==> config.mk <==
export PLATFORM = sky130hd
export DESIGN_NAME = stimulator_panel_controller_top_flat
export DESIGN_NICKNAME = d
export VERILOG_FILES = /design/src/rtl/spc_pkg.sv /design/src/rtl/spc_if.sv /design/src/rtl/spc_csr.sv /design/src/rtl/spc_core.sv /design/src/rtl/stimulator_panel_controller_top.sv /design/src/flat_wrapper.sv
export SDC_FILE = /design/constraint.sdc
export NUM_CORES = 1
export LEC_CHECK = 0
export BUFFER_PORTS_ARGS = -buffer_cell sky130_fd_sc_hd__buf_2
export CELL_PAD_IN_SITES_DETAIL_PLACEMENT = 1
export CELL_PAD_IN_SITES_GLOBAL_PLACEMENT = 1
export CORE_MARGIN = 5
export CORE_UTILIZATION = 40
export DETAILED_ROUTE_END_ITERATION = 8
export PLACE_DENSITY_LB_ADDON = 0.2
export SYNTH_ARGS = -nofsm -noshare
export SYNTH_HDL_FRONTEND = slang
export SYNTH_SLANG_ARGS = --single-unit
==> constraint.sdc <==
create_clock -name clock -period 16.3 [get_ports clock]
set_input_delay 1.63 -clock clock [delete_from_list [all_inputs] [get_ports clock]]
set_output_delay 1.63 -clock clock [all_outputs]
set_load 0.02 [all_outputs]
==> src/rtl/spc_pkg.sv <==
// Shared types, constants and battery scaling functions of the stimulator panel controller.
// Used by every other file of the block but spc_if; depends on nothing.
`timescale 1ns / 1ps
`default_nettype none

package spc_pkg;

   // Default width of the millisecond time base.
   localparam int SPC_TIME_WIDTH = 32;

   // Configuration port geometry: five 32-bit registers at 4-byte steps.
   localparam int SPC_ADDR_WIDTH = 5;
   localparam int SPC_DATA_WIDTH = 32;

   // Register field widths.
   localparam int DEBOUNCE_WIDTH = 10;
   localparam int PERIOD_WIDTH   = 14;
   localparam int PERCENT_WIDTH  = 7;
   localparam int SAMPLE_WIDTH   = 12;

   // Register reset values.
   localparam int DEBOUNCE_RESET   = 30;
   localparam int ADC_PERIOD_RESET = 250;
   localparam int LOW_BATT_RESET   = 20;
   localparam int LOW_BLINK_RESET  = 100;
   localparam int SLOW_BLINK_RESET = 500;

   // Register indexes of the configuration port (byte address divided by four).
   typedef enum logic [2:0] {
      REG_DEBOUNCE   = 3'd0,
      REG_ADC_PERIOD = 3'd1,
      REG_LOW_BATT   = 3'd2,
      REG_LOW_BLINK  = 3'd3,
      REG_SLOW_BLINK = 3'd4
   } spc_reg_type;

   // Battery scaling: percent = floor((sample*1650 - 4095000) / 10647), clamped to 0..100.
   // The division is a multiply by ceil(2^32 / 10647) and a shift, exact over the whole
   // range of the difference.
   localparam int SPC_SCALE_MUL    = 1650;
   localparam int SPC_SCALE_OFFSET = 4095000;
   localparam int SPC_RECIP        = 403397;
   localparam int SPC_RECIP_SHIFT  = 32;
   localparam int SPC_NUM_WIDTH    = 23;
   localparam int SPC_DIFF_WIDTH   = 22;
   localparam int SPC_PROD_WIDTH   = 41;
   localparam int SPC_QUOT_WIDTH   = SPC_PROD_WIDTH - SPC_RECIP_SHIFT;
   localparam int PERCENT_FULL     = 100;

   typedef struct packed {
      logic [DEBOUNCE_WIDTH-1:0] debounce_time;
      logic [PERIOD_WIDTH-1:0]   adc_period_ms;
      logic [PERCENT_WIDTH-1:0]  low_battery_percent;
      logic [PERIOD_WIDTH-1:0]   low_blink_ms;
      logic [PERIOD_WIDTH-1:0]   slow_blink_ms;
   } spc_cfg_type;

   // A request after the first half of the battery scaling.
   typedef struct packed {
      logic                      start_level;
      logic                      mode_level;
      logic                      adc_ok;
      logic                      below_zero;
      logic [SPC_DIFF_WIDTH-1:0] diff;
   } spc_item_type;

   typedef struct packed {
      logic                     stim_enable;
      logic                     stim_mode;
      logic                     timer_reload;
      logic                     system_led;
      logic                     stim_led;
      logic [PERCENT_WIDTH-1:0] battery_percent;
   } spc_result_type;

   // Scales the sample and removes the offset; flags samples that map below zero.
   function automatic spc_item_type spc_prescale(input logic start_level,
                                                 input logic mode_level,
                                                 input logic adc_ok,
                                                 input logic [SAMPLE_WIDTH-1:0] sample);
      logic [SPC_NUM_WIDTH-1:0] num;
      logic [SPC_NUM_WIDTH-1:0] offset;
      logic [SPC_NUM_WIDTH-1:0] delta;
      spc_item_type item;
      num    = SPC_NUM_WIDTH'(sample) * SPC_NUM_WIDTH'(SPC_SCALE_MUL);
      offset = SPC_NUM_WIDTH'(SPC_SCALE_OFFSET);
      delta  = num - offset;
      item.start_level = start_level;
      item.mode_level  = mode_level;
      item.adc_ok      = adc_ok;
      item.below_zero  = (num < offset);
      item.diff        = delta[SPC_DIFF_WIDTH-1:0];
      return item;
   endfunction

   // Divides the offset-free value by the scale divisor and clamps to full charge.
   function automatic logic [PERCENT_WIDTH-1:0] spc_percent(input spc_item_type item);
      logic [SPC_PROD_WIDTH-1:0] prod;
      logic [SPC_QUOT_WIDTH-1:0] quot;
      logic [PERCENT_WIDTH-1:0]  pct;
      prod = SPC_PROD_WIDTH'(item.diff) * SPC_PROD_WIDTH'(SPC_RECIP);
      quot = prod[SPC_PROD_WIDTH-1:SPC_RECIP_SHIFT];
      if (item.below_zero) begin
         pct = '0;
      end else if (quot > SPC_QUOT_WIDTH'(PERCENT_FULL)) begin
         pct = PERCENT_WIDTH'(PERCENT_FULL);
      end else begin
         pct = quot[PERCENT_WIDTH-1:0];
      end
      return pct;
   endfunction

endpackage

`default_nettype wire

==> src/rtl/spc_if.sv <==
// Valid/ready channel interfaces for the requests and results of the panel controller.
// Depends on nothing.
`timescale 1ns / 1ps
`default_nettype none

interface spc_req_if;
   logic        valid;
   logic        ready;
   logic        start_level;
   logic        mode_level;
   logic        adc_ok;
   logic [11:0] adc_sample;

   modport source (output valid, start_level, mode_level, adc_ok, adc_sample, input ready);
   modport sink (input valid, start_level, mode_level, adc_ok, adc_sample, output ready);
endinterface

interface spc_rsp_if;
   logic       valid;
   logic       ready;
   logic       stim_enable;
   logic       stim_mode;
   logic       timer_reload;
   logic       system_led;
   logic       stim_led;
   logic [6:0] battery_percent;

   modport source (output valid, stim_enable, stim_mode, timer_reload, system_led, stim_led,
                   battery_percent, input ready);
   modport sink (input valid, stim_enable, stim_mode, timer_reload, system_led, stim_led,
                 battery_percent, output ready);
endinterface

`default_nettype wire

==> src/rtl/spc_csr.sv <==
// APB-style configuration registers of the panel controller.
// Depends on spc_pkg for the register layout and reset values.
`timescale 1ns / 1ps
`default_nettype none

module spc_csr
   import spc_pkg::*;
(
   input  wire                       clock,
   input  wire                       reset,
   input  wire                       csr_psel,
   input  wire                       csr_penable,
   input  wire                       csr_pwrite,
   input  wire [SPC_ADDR_WIDTH-1:0]  csr_paddr,
   input  wire [SPC_DATA_WIDTH-1:0]  csr_pwdata,
   output logic [SPC_DATA_WIDTH-1:0] csr_prdata,
   output logic                      csr_pready,
   output spc_cfg_type               cfg
);

   spc_cfg_type cfg_ff;
   spc_cfg_type cfg_in;
   spc_reg_type reg_index;
   logic        write_en;

   assign reg_index  = spc_reg_type'(csr_paddr[SPC_ADDR_WIDTH-1:2]);
   assign write_en   = csr_psel && csr_penable && csr_pwrite && csr_pready;
   assign csr_pready = 1'b1;
   assign cfg        = cfg_ff;

   always_comb begin
      cfg_in = cfg_ff;
      if (write_en) begin
         case (reg_index)
            REG_DEBOUNCE: begin
               cfg_in.debounce_time = csr_pwdata[DEBOUNCE_WIDTH-1:0];
            end
            REG_ADC_PERIOD: begin
               cfg_in.adc_period_ms = csr_pwdata[PERIOD_WIDTH-1:0];
            end
            REG_LOW_BATT: begin
               cfg_in.low_battery_percent = csr_pwdata[PERCENT_WIDTH-1:0];
            end
            REG_LOW_BLINK: begin
               cfg_in.low_blink_ms = csr_pwdata[PERIOD_WIDTH-1:0];
            end
            REG_SLOW_BLINK: begin
               cfg_in.slow_blink_ms = csr_pwdata[PERIOD_WIDTH-1:0];
            end
            default: begin
            end
         endcase
      end
   end

   always_comb begin
      case (reg_index)
         REG_DEBOUNCE:   csr_prdata = SPC_DATA_WIDTH'(cfg_ff.debounce_time);
         REG_ADC_PERIOD: csr_prdata = SPC_DATA_WIDTH'(cfg_ff.adc_period_ms);
         REG_LOW_BATT:   csr_prdata = SPC_DATA_WIDTH'(cfg_ff.low_battery_percent);
         REG_LOW_BLINK:  csr_prdata = SPC_DATA_WIDTH'(cfg_ff.low_blink_ms);
         REG_SLOW_BLINK: csr_prdata = SPC_DATA_WIDTH'(cfg_ff.slow_blink_ms);
         default:        csr_prdata = '0;
      endcase
   end

   always_ff @(posedge clock) begin
      if (reset) begin
         cfg_ff.debounce_time       <= DEBOUNCE_WIDTH'(DEBOUNCE_RESET);
         cfg_ff.adc_period_ms       <= PERIOD_WIDTH'(ADC_PERIOD_RESET);
         cfg_ff.low_battery_percent <= PERCENT_WIDTH'(LOW_BATT_RESET);
         cfg_ff.low_blink_ms        <= PERIOD_WIDTH'(LOW_BLINK_RESET);
         cfg_ff.slow_blink_ms       <= PERIOD_WIDTH'(SLOW_BLINK_RESET);
      end else begin
         cfg_ff <= cfg_in;
      end
   end

endmodule

`default_nettype wire

==> src/rtl/spc_core.sv <==
// Per-tick state of the panel controller: time base, battery percent, button debounce,
// stimulator on/off and mode, and both LED blinkers. Depends on spc_pkg.
`timescale 1ns / 1ps
`default_nettype none

module spc_core
   import spc_pkg::*;
#(
   parameter int TIME_WIDTH = SPC_TIME_WIDTH
) (
   input  wire            clock,
   input  wire            reset,
   input  wire            step,
   input  spc_item_type   item,
   input  spc_cfg_type    cfg,
   output spc_result_type result
);

   logic [TIME_WIDTH-1:0]    now_ff, now_in;
   logic [TIME_WIDTH-1:0]    last_sample_ff, last_sample_in;
   logic [TIME_WIDTH-1:0]    last_start_ff, last_start_in;
   logic [TIME_WIDTH-1:0]    last_mode_ff, last_mode_in;
   logic [TIME_WIDTH-1:0]    sys_toggle_ff, sys_toggle_in;
   logic [TIME_WIDTH-1:0]    stim_toggle_ff, stim_toggle_in;
   logic [PERCENT_WIDTH-1:0] percent_ff, percent_in;
   logic                     prev_start_ff, prev_mode_ff;
   logic                     running_ff, running_in;
   logic                     fast_ff, fast_in;
   logic                     sys_level_ff, sys_level_in;
   logic                     stim_phase_ff, stim_phase_in;
   logic                     stim_level_ff, stim_level_in;

   logic [TIME_WIDTH-1:0]    el_sample, el_start, el_mode, el_sys, el_stim;
   logic                     start_hit, mode_hit, reload;

   // All time differences wrap at the width of the time base.
   assign el_sample = now_ff - last_sample_ff;
   assign el_start  = now_ff - last_start_ff;
   assign el_mode   = now_ff - last_mode_ff;
   assign el_sys    = now_ff - sys_toggle_ff;
   assign el_stim   = now_ff - stim_toggle_ff;

   assign start_hit = !item.start_level && prev_start_ff &&
                      (el_start >= TIME_WIDTH'(cfg.debounce_time));
   assign mode_hit  = !item.mode_level && prev_mode_ff &&
                      (el_mode >= TIME_WIDTH'(cfg.debounce_time));

   assign running_in = running_ff ^ start_hit;
   assign fast_in    = fast_ff ^ mode_hit;
   assign reload     = (start_hit && running_in) || mode_hit;
   assign now_in     = now_ff + TIME_WIDTH'(1);

   always_comb begin
      last_sample_in = last_sample_ff;
      percent_in     = percent_ff;
      if (el_sample >= TIME_WIDTH'(cfg.adc_period_ms)) begin
         last_sample_in = now_ff;
         if (item.adc_ok) begin
            percent_in = spc_percent(item);
         end
      end
   end

   assign last_start_in = start_hit ? now_ff : last_start_ff;
   assign last_mode_in  = mode_hit ? now_ff : last_mode_ff;

   always_comb begin
      sys_level_in  = sys_level_ff;
      sys_toggle_in = sys_toggle_ff;
      if (percent_in < cfg.low_battery_percent) begin
         if (el_sys >= TIME_WIDTH'(cfg.low_blink_ms)) begin
            sys_level_in  = !sys_level_ff;
            sys_toggle_in = now_ff;
         end
      end else begin
         sys_level_in = 1'b1;
      end
   end

   always_comb begin
      stim_phase_in  = stim_phase_ff;
      stim_level_in  = stim_level_ff;
      stim_toggle_in = stim_toggle_ff;
      if (!running_in) begin
         stim_phase_in = 1'b0;
         stim_level_in = 1'b0;
      end else if (fast_in) begin
         stim_level_in = 1'b1;
      end else if (el_stim >= TIME_WIDTH'(cfg.slow_blink_ms)) begin
         stim_phase_in  = !stim_phase_ff;
         stim_level_in  = !stim_phase_ff;
         stim_toggle_in = now_ff;
      end
   end

   assign result.stim_enable     = running_in;
   assign result.stim_mode       = fast_in;
   assign result.timer_reload    = reload;
   assign result.system_led      = sys_level_in;
   assign result.stim_led        = stim_level_in;
   assign result.battery_percent = percent_in;

   always_ff @(posedge clock) begin
      if (reset) begin
         now_ff         <= '0;
         last_sample_ff <= '0;
         last_start_ff  <= '0;
         last_mode_ff   <= '0;
         sys_toggle_ff  <= '0;
         stim_toggle_ff <= '0;
         percent_ff     <= PERCENT_WIDTH'(PERCENT_FULL);
         prev_start_ff  <= 1'b1;
         prev_mode_ff   <= 1'b1;
         running_ff     <= 1'b0;
         fast_ff        <= 1'b0;
         sys_level_ff   <= 1'b0;
         stim_phase_ff  <= 1'b0;
         stim_level_ff  <= 1'b0;
      end else if (step) begin
         now_ff         <= now_in;
         last_sample_ff <= last_sample_in;
         last_start_ff  <= last_start_in;
         last_mode_ff   <= last_mode_in;
         sys_toggle_ff  <= sys_toggle_in;
         stim_toggle_ff <= stim_toggle_in;
         percent_ff     <= percent_in;
         prev_start_ff  <= item.start_level;
         prev_mode_ff   <= item.mode_level;
         running_ff     <= running_in;
         fast_ff        <= fast_in;
         sys_level_ff   <= sys_level_in;
         stim_phase_ff  <= stim_phase_in;
         stim_level_ff  <= stim_level_in;
      end
   end

endmodule

`default_nettype wire

==> src/rtl/stimulator_panel_controller_top.sv <==
// Top level of the stimulator panel controller: request register, tick logic, result register.
// Depends on spc_pkg, spc_if, spc_csr and spc_core.
`timescale 1ns / 1ps
`default_nettype none

// Usage
// Each request on the req channel is one millisecond tick. It carries the START and MODE
// pin levels (active low), the ADC success flag and the 12-bit battery sample. Every request
// yields exactly one result on the rsp channel with the stimulator enable and mode, the wave
// timer reload strobe, both LED levels and the battery percent.
// A request is taken into an input register, where the scaled sample is already held. Once
// the result register is free, the tick logic runs on it and the result register is loaded;
// the result is held there until it is taken.
// One request per cycle is sustained while the receiver takes every result:
// the depth of that path is set by the reciprocal multiply of the battery scaling feeding the
// threshold compare of the system LED.
// When the receiver stalls, the result register holds its result and the input register
// still takes one more request; after that req.ready drops until the result is taken.
// Synchronous reset empties both registers, sets the registers of the configuration port to
// their defaults (debounce 30 ms, ADC period 250 ms, threshold 20 %, blink half periods 100 ms
// and 500 ms), clears the time base and starts with full battery, stimulator off, 1 Hz mode.
// Configuration registers lie at byte addresses 0, 4, 8, 12 and 16 and should be written
// only while no request is in flight.

module stimulator_panel_controller_top
   import spc_pkg::*;
#(
   parameter int TIME_WIDTH = SPC_TIME_WIDTH
) (
   input  wire                       clock,
   input  wire                       reset,
   spc_req_if.sink                   req,
   spc_rsp_if.source                 rsp,
   input  wire                       csr_psel,
   input  wire                       csr_penable,
   input  wire                       csr_pwrite,
   input  wire [SPC_ADDR_WIDTH-1:0]  csr_paddr,
   input  wire [SPC_DATA_WIDTH-1:0]  csr_pwdata,
   output logic [SPC_DATA_WIDTH-1:0] csr_prdata,
   output logic                      csr_pready
);

   spc_cfg_type    cfg;
   spc_item_type   item_ff, item_in;
   spc_result_type core_result;
   spc_result_type result_ff;
   logic           item_valid_ff, item_valid_in;
   logic           rsp_valid_ff, rsp_valid_in;
   logic           out_free;
   logic           advance;
   logic           accept;

   // The result register is free when it is empty or being emptied this cycle.
   assign out_free = !rsp_valid_ff || rsp.ready;
   // The held request moves through the tick logic into the result register.
   assign advance  = item_valid_ff && out_free;
   assign req.ready = !item_valid_ff || out_free;
   assign accept   = req.valid && req.ready;

   // The first half of the battery scaling is done on the way into the input register.
   assign item_in = accept ? spc_prescale(req.start_level, req.mode_level, req.adc_ok,
                                          req.adc_sample)
                           : item_ff;

   always_comb begin
      item_valid_in = item_valid_ff;
      if (accept) begin
         item_valid_in = 1'b1;
      end else if (advance) begin
         item_valid_in = 1'b0;
      end
   end

   always_comb begin
      rsp_valid_in = rsp_valid_ff;
      if (advance) begin
         rsp_valid_in = 1'b1;
      end else if (rsp.ready) begin
         rsp_valid_in = 1'b0;
      end
   end

   spc_csr u_csr (
      .clock       (clock),
      .reset       (reset),
      .csr_psel    (csr_psel),
      .csr_penable (csr_penable),
      .csr_pwrite  (csr_pwrite),
      .csr_paddr   (csr_paddr),
      .csr_pwdata  (csr_pwdata),
      .csr_prdata  (csr_prdata),
      .csr_pready  (csr_pready),
      .cfg         (cfg)
   );

   spc_core #(
      .TIME_WIDTH (TIME_WIDTH)
   ) u_core (
      .clock  (clock),
      .reset  (reset),
      .step   (advance),
      .item   (item_ff),
      .cfg    (cfg),
      .result (core_result)
   );

   always_ff @(posedge clock) begin
      if (reset) begin
         item_valid_ff <= 1'b0;
         rsp_valid_ff  <= 1'b0;
      end else begin
         item_valid_ff <= item_valid_in;
         rsp_valid_ff  <= rsp_valid_in;
      end
   end

   // Payload registers carry no reset; their valid flags guard them.
   always_ff @(posedge clock) begin
      item_ff <= item_in;
      if (advance) begin
         result_ff <= core_result;
      end
   end

   assign rsp.valid           = rsp_valid_ff;
   assign rsp.stim_enable     = result_ff.stim_enable;
   assign rsp.stim_mode       = result_ff.stim_mode;
   assign rsp.timer_reload    = result_ff.timer_reload;
   assign rsp.system_led      = result_ff.system_led;
   assign rsp.stim_led        = result_ff.stim_led;
   assign rsp.battery_percent = result_ff.battery_percent;

endmodule

`default_nettype wire

==> src/flat_wrapper.sv <==
// flat-port wrapper written by rule: the top's interface ports become plain ports
module stimulator_panel_controller_top_flat import spc_pkg::*;
#(
   parameter int TIME_WIDTH = SPC_TIME_WIDTH
)
  (clock, reset, csr_psel, csr_penable, csr_pwrite, csr_paddr, csr_pwdata, csr_prdata, csr_pready, req_valid, req_start_level, req_mode_level, req_adc_ok, req_adc_sample, req_ready, rsp_valid, rsp_stim_enable, rsp_stim_mode, rsp_timer_reload, rsp_system_led, rsp_stim_led, rsp_battery_percent, rsp_ready);
  spc_req_if req_i ();
  spc_rsp_if rsp_i ();
  input  wire clock;
  input  wire reset;
  input  wire csr_psel;
  input  wire csr_penable;
  input  wire csr_pwrite;
  input  wire [SPC_ADDR_WIDTH-1:0] csr_paddr;
  input  wire [SPC_DATA_WIDTH-1:0] csr_pwdata;
  output logic [SPC_DATA_WIDTH-1:0] csr_prdata;
  output logic csr_pready;
  input wire logic [$bits(req_i.valid)-1:0] req_valid;
  input wire logic [$bits(req_i.start_level)-1:0] req_start_level;
  input wire logic [$bits(req_i.mode_level)-1:0] req_mode_level;
  input wire logic [$bits(req_i.adc_ok)-1:0] req_adc_ok;
  input wire logic [$bits(req_i.adc_sample)-1:0] req_adc_sample;
  output wire logic [$bits(req_i.ready)-1:0] req_ready;
  output wire logic [$bits(rsp_i.valid)-1:0] rsp_valid;
  output wire logic [$bits(rsp_i.stim_enable)-1:0] rsp_stim_enable;
  output wire logic [$bits(rsp_i.stim_mode)-1:0] rsp_stim_mode;
  output wire logic [$bits(rsp_i.timer_reload)-1:0] rsp_timer_reload;
  output wire logic [$bits(rsp_i.system_led)-1:0] rsp_system_led;
  output wire logic [$bits(rsp_i.stim_led)-1:0] rsp_stim_led;
  output wire logic [$bits(rsp_i.battery_percent)-1:0] rsp_battery_percent;
  input wire logic [$bits(rsp_i.ready)-1:0] rsp_ready;
  assign req_i.valid = req_valid;
  assign req_i.start_level = req_start_level;
  assign req_i.mode_level = req_mode_level;
  assign req_i.adc_ok = req_adc_ok;
  assign req_i.adc_sample = req_adc_sample;
  assign req_ready = req_i.ready;
  assign rsp_valid = rsp_i.valid;
  assign rsp_stim_enable = rsp_i.stim_enable;
  assign rsp_stim_mode = rsp_i.stim_mode;
  assign rsp_timer_reload = rsp_i.timer_reload;
  assign rsp_system_led = rsp_i.system_led;
  assign rsp_stim_led = rsp_i.stim_led;
  assign rsp_battery_percent = rsp_i.battery_percent;
  assign rsp_i.ready = rsp_ready;
  stimulator_panel_controller_top #(.TIME_WIDTH(TIME_WIDTH)) u_core (.clock(clock), .reset(reset), .req(req_i), .rsp(rsp_i), .csr_psel(csr_psel), .csr_penable(csr_penable), .csr_pwrite(csr_pwrite), .csr_paddr(csr_paddr), .csr_pwdata(csr_pwdata), .csr_prdata(csr_prdata), .csr_pready(csr_pready));
endmodule
==> metrics.txt <==
DR vias/cell 5.50; final wirelength 99700 µm; Slew Viols, Final 0; First-pass DRT Iterations 5; Fin. Hold Viols 0; R2R depth 30; synthesized area per cell 8.35 µm²; yosys warns 0; Finish-stage setup viols 0; post-synthesis instance total 3878; CP Data Required Time 16770 ps; Syn Std Cell Area 32400 µm²; Clock Path Buffers 3; status completed; Final ANT Viol Nets 0; Synth Flop Type dfxtp_1; Synth top area share 17.8%; CP most frequent cell fa_1; top cells by area, synth ha_1, dfxtp_1, fa_1; Total Nets Final 4583; #FFs+latches synth 304; CTS buffer count 41; Hold WC Path Type reg2reg; register area 6460 µm²; std cell rows 104; io pins 106; Seq/Total Area, Yosys 19.9%; pin count of the biggest net entering global routing 98; vias in the first global route 28700; via count 27400; area grow syn2layout 8.32%; DR DRC count 0; fmax 0.0998 GHz; commonest non-fill, non-tap cells in the layout inv_1, ha_1, nor2_1, nand2_1, dfxtp_1; relative slew slack 23.3%; Unique masters post-synth 98; Clock Latency Late Sink 590 ps; CTS tree built; die width 295 µm; clk sink count 304; Period minus WS final 10020 ps; RSZ-0062 raised after global routing false; asr flop ratio synth 0%; CP peak stage delay 700 ps; total gr overflow 0; Max Fanout on Critical Path 24; CTS clk-pin slew, worst paths 60 ps; Detail Placement HPWL 79200 µm; TNS Setup 0 ps; most common cell after layout, fill and taps aside inv_1; Fillers 9642; Critical Path Slowest Stage Cell edfxtp_1; hold_buf cts 0; Worst setup EP type flop; starting density of the core 40.3%; GRT Overall Usage 22.8%; period utilization 61.5%; port bufs 66; hold depth 2; CP startpoint kind flop; share of cells above drive strength 1 5.75%; CTS resizes 0; root cell of the clock tree clkbuf_16; initial antenna violation count 4; WS Path Type reg2reg; first-pass GRT wire length 160000 µm; Die Y 295 µm; Slew @ Worst Pin 1150 ps; postcts setup bufs 0; CP arrival 10500 ps; EDFF count, synth 37; gp weighted congestion 0.901; core box area 80400 µm²; Synth area leader ha_1; Iteration-0 DRC Markers 1129; Worst Skew 52.3 ps; WL/cell 20.0 µm; die footprint 86700 µm²; Max Cap Viol 0; H-tree depth 2; multi-input gate area in the final layout 23100 µm²
[cells in the mapped netlist (27+ instances only)]
library cell and n:
inv_1 561, ha_1 460, nor2_1 300, nand2_1 295, dfxtp_1 267, a21oi_1 245
mux2i_1 182, fa_1 169, o21ai_0 157, clkbuf_1 113, xnor2_1 87, nand3_1 77
nand2b_1 73, a21o_1 69, xor2_1 59, nor3_1 46, a211oi_1 45, nand4_1 40
edfxtp_1 37, and3_1 35, o21a_1 34, nor2b_1 32, o211ai_1 30, a211o_1 27
nand3b_1 27
[kinds of logic (layout without fill, tap and decap cells)]
group,after synthesis,after routing,synth area share (%)
other cells,2,20,0.0232
buf+inv,716,749,8.84
flops,304,304,19.9
mux,194,194,6.04
simple gates,1042,1042,15.6
compound gates,844,844,17.3
fa+ha+maj,629,629,28.2
xor+xnor,147,147,4.03
[layer usage]
layer,share of wire [%],global-route usage [%],vias up
li1,-,-,13400
met1,45,29.0,13600
met2,50,41.7,313
met3,3.0,2.31,104
met4,2.5,5.03,4
met5,0.018,0,-
[final cells by class]
type	instances	area share [%]
sequential	304	18.4
antenna	1	0.00713
timing repair buffer	110	1.90
multi-input combinational	2875	66.0
clock buffer	53	3.23
tap	1060	3.78
inverter	563	6.02
clock inverter	23	0.678
[path summary, 6_finish.rpt]
check,endpoint,slack [ps],startpoint
worst min register to register,u_core.u_core.stim_toggle_ff[10],460,u_core.u_core.stim_toggle_ff[10]
worst min-delay path,u_core.u_core.stim_toggle_ff[10],460,u_core.u_core.stim_toggle_ff[10]
worst max register to register,u_core.u_core.sys_toggle_ff[31],6280,u_core.item_ff[10]
worst max-delay path,u_core.u_core.sys_toggle_ff[31],6280,u_core.item_ff[10]
[through the flow]
stage	hold WS [ps]	area, µm²	util [%]	std cells	worst slack (ps)
2_1_floorplan	430	32400	-	3895	8260
3_3_place_gp	443	33700	41.9	4912	6330
3_5_place_dp	449	33700	41.9	4912	6260
4_1_cts	460	35100	43.6	4988	6160
5_1_grt	470	35100	43.6	4988	5710
6_report	459	35100	43.6	4989	6280
[critical path, delay by kind of cell, from the launching register on]
kind / cells / cell delay [ps]
muxes: 2 / 580
and+or+nand+nor: 5 / 1620
adders and majority gates: 8 / 3600
AOI/OAI and AO/OA: 10 / 2420
DFF: 1 / 700
buffers and inverters: 5 / 950
[state kept, by name (all words and copies together) (netlist names), 7 cells and up]
name                          flops
u_core.u_core.sys_toggle_ff      32
u_core.u_core.stim_toggle_ff     32
u_core.u_core.last_mode_ff       32
u_core.item_ff                   25
u_core.u_core.last_start_ff      32
u_core.u_core.last_sample_ff     32
u_core.u_core.percent_ff          7
u_core.u_csr.cfg                 59
u_core.u_core.now_ff             32
u_core.rsp.battery_percent        7
Power is left out: the tool's default activity adds up to more than one toggle a clock period on the data nets, which glitch-free logic cannot reach.
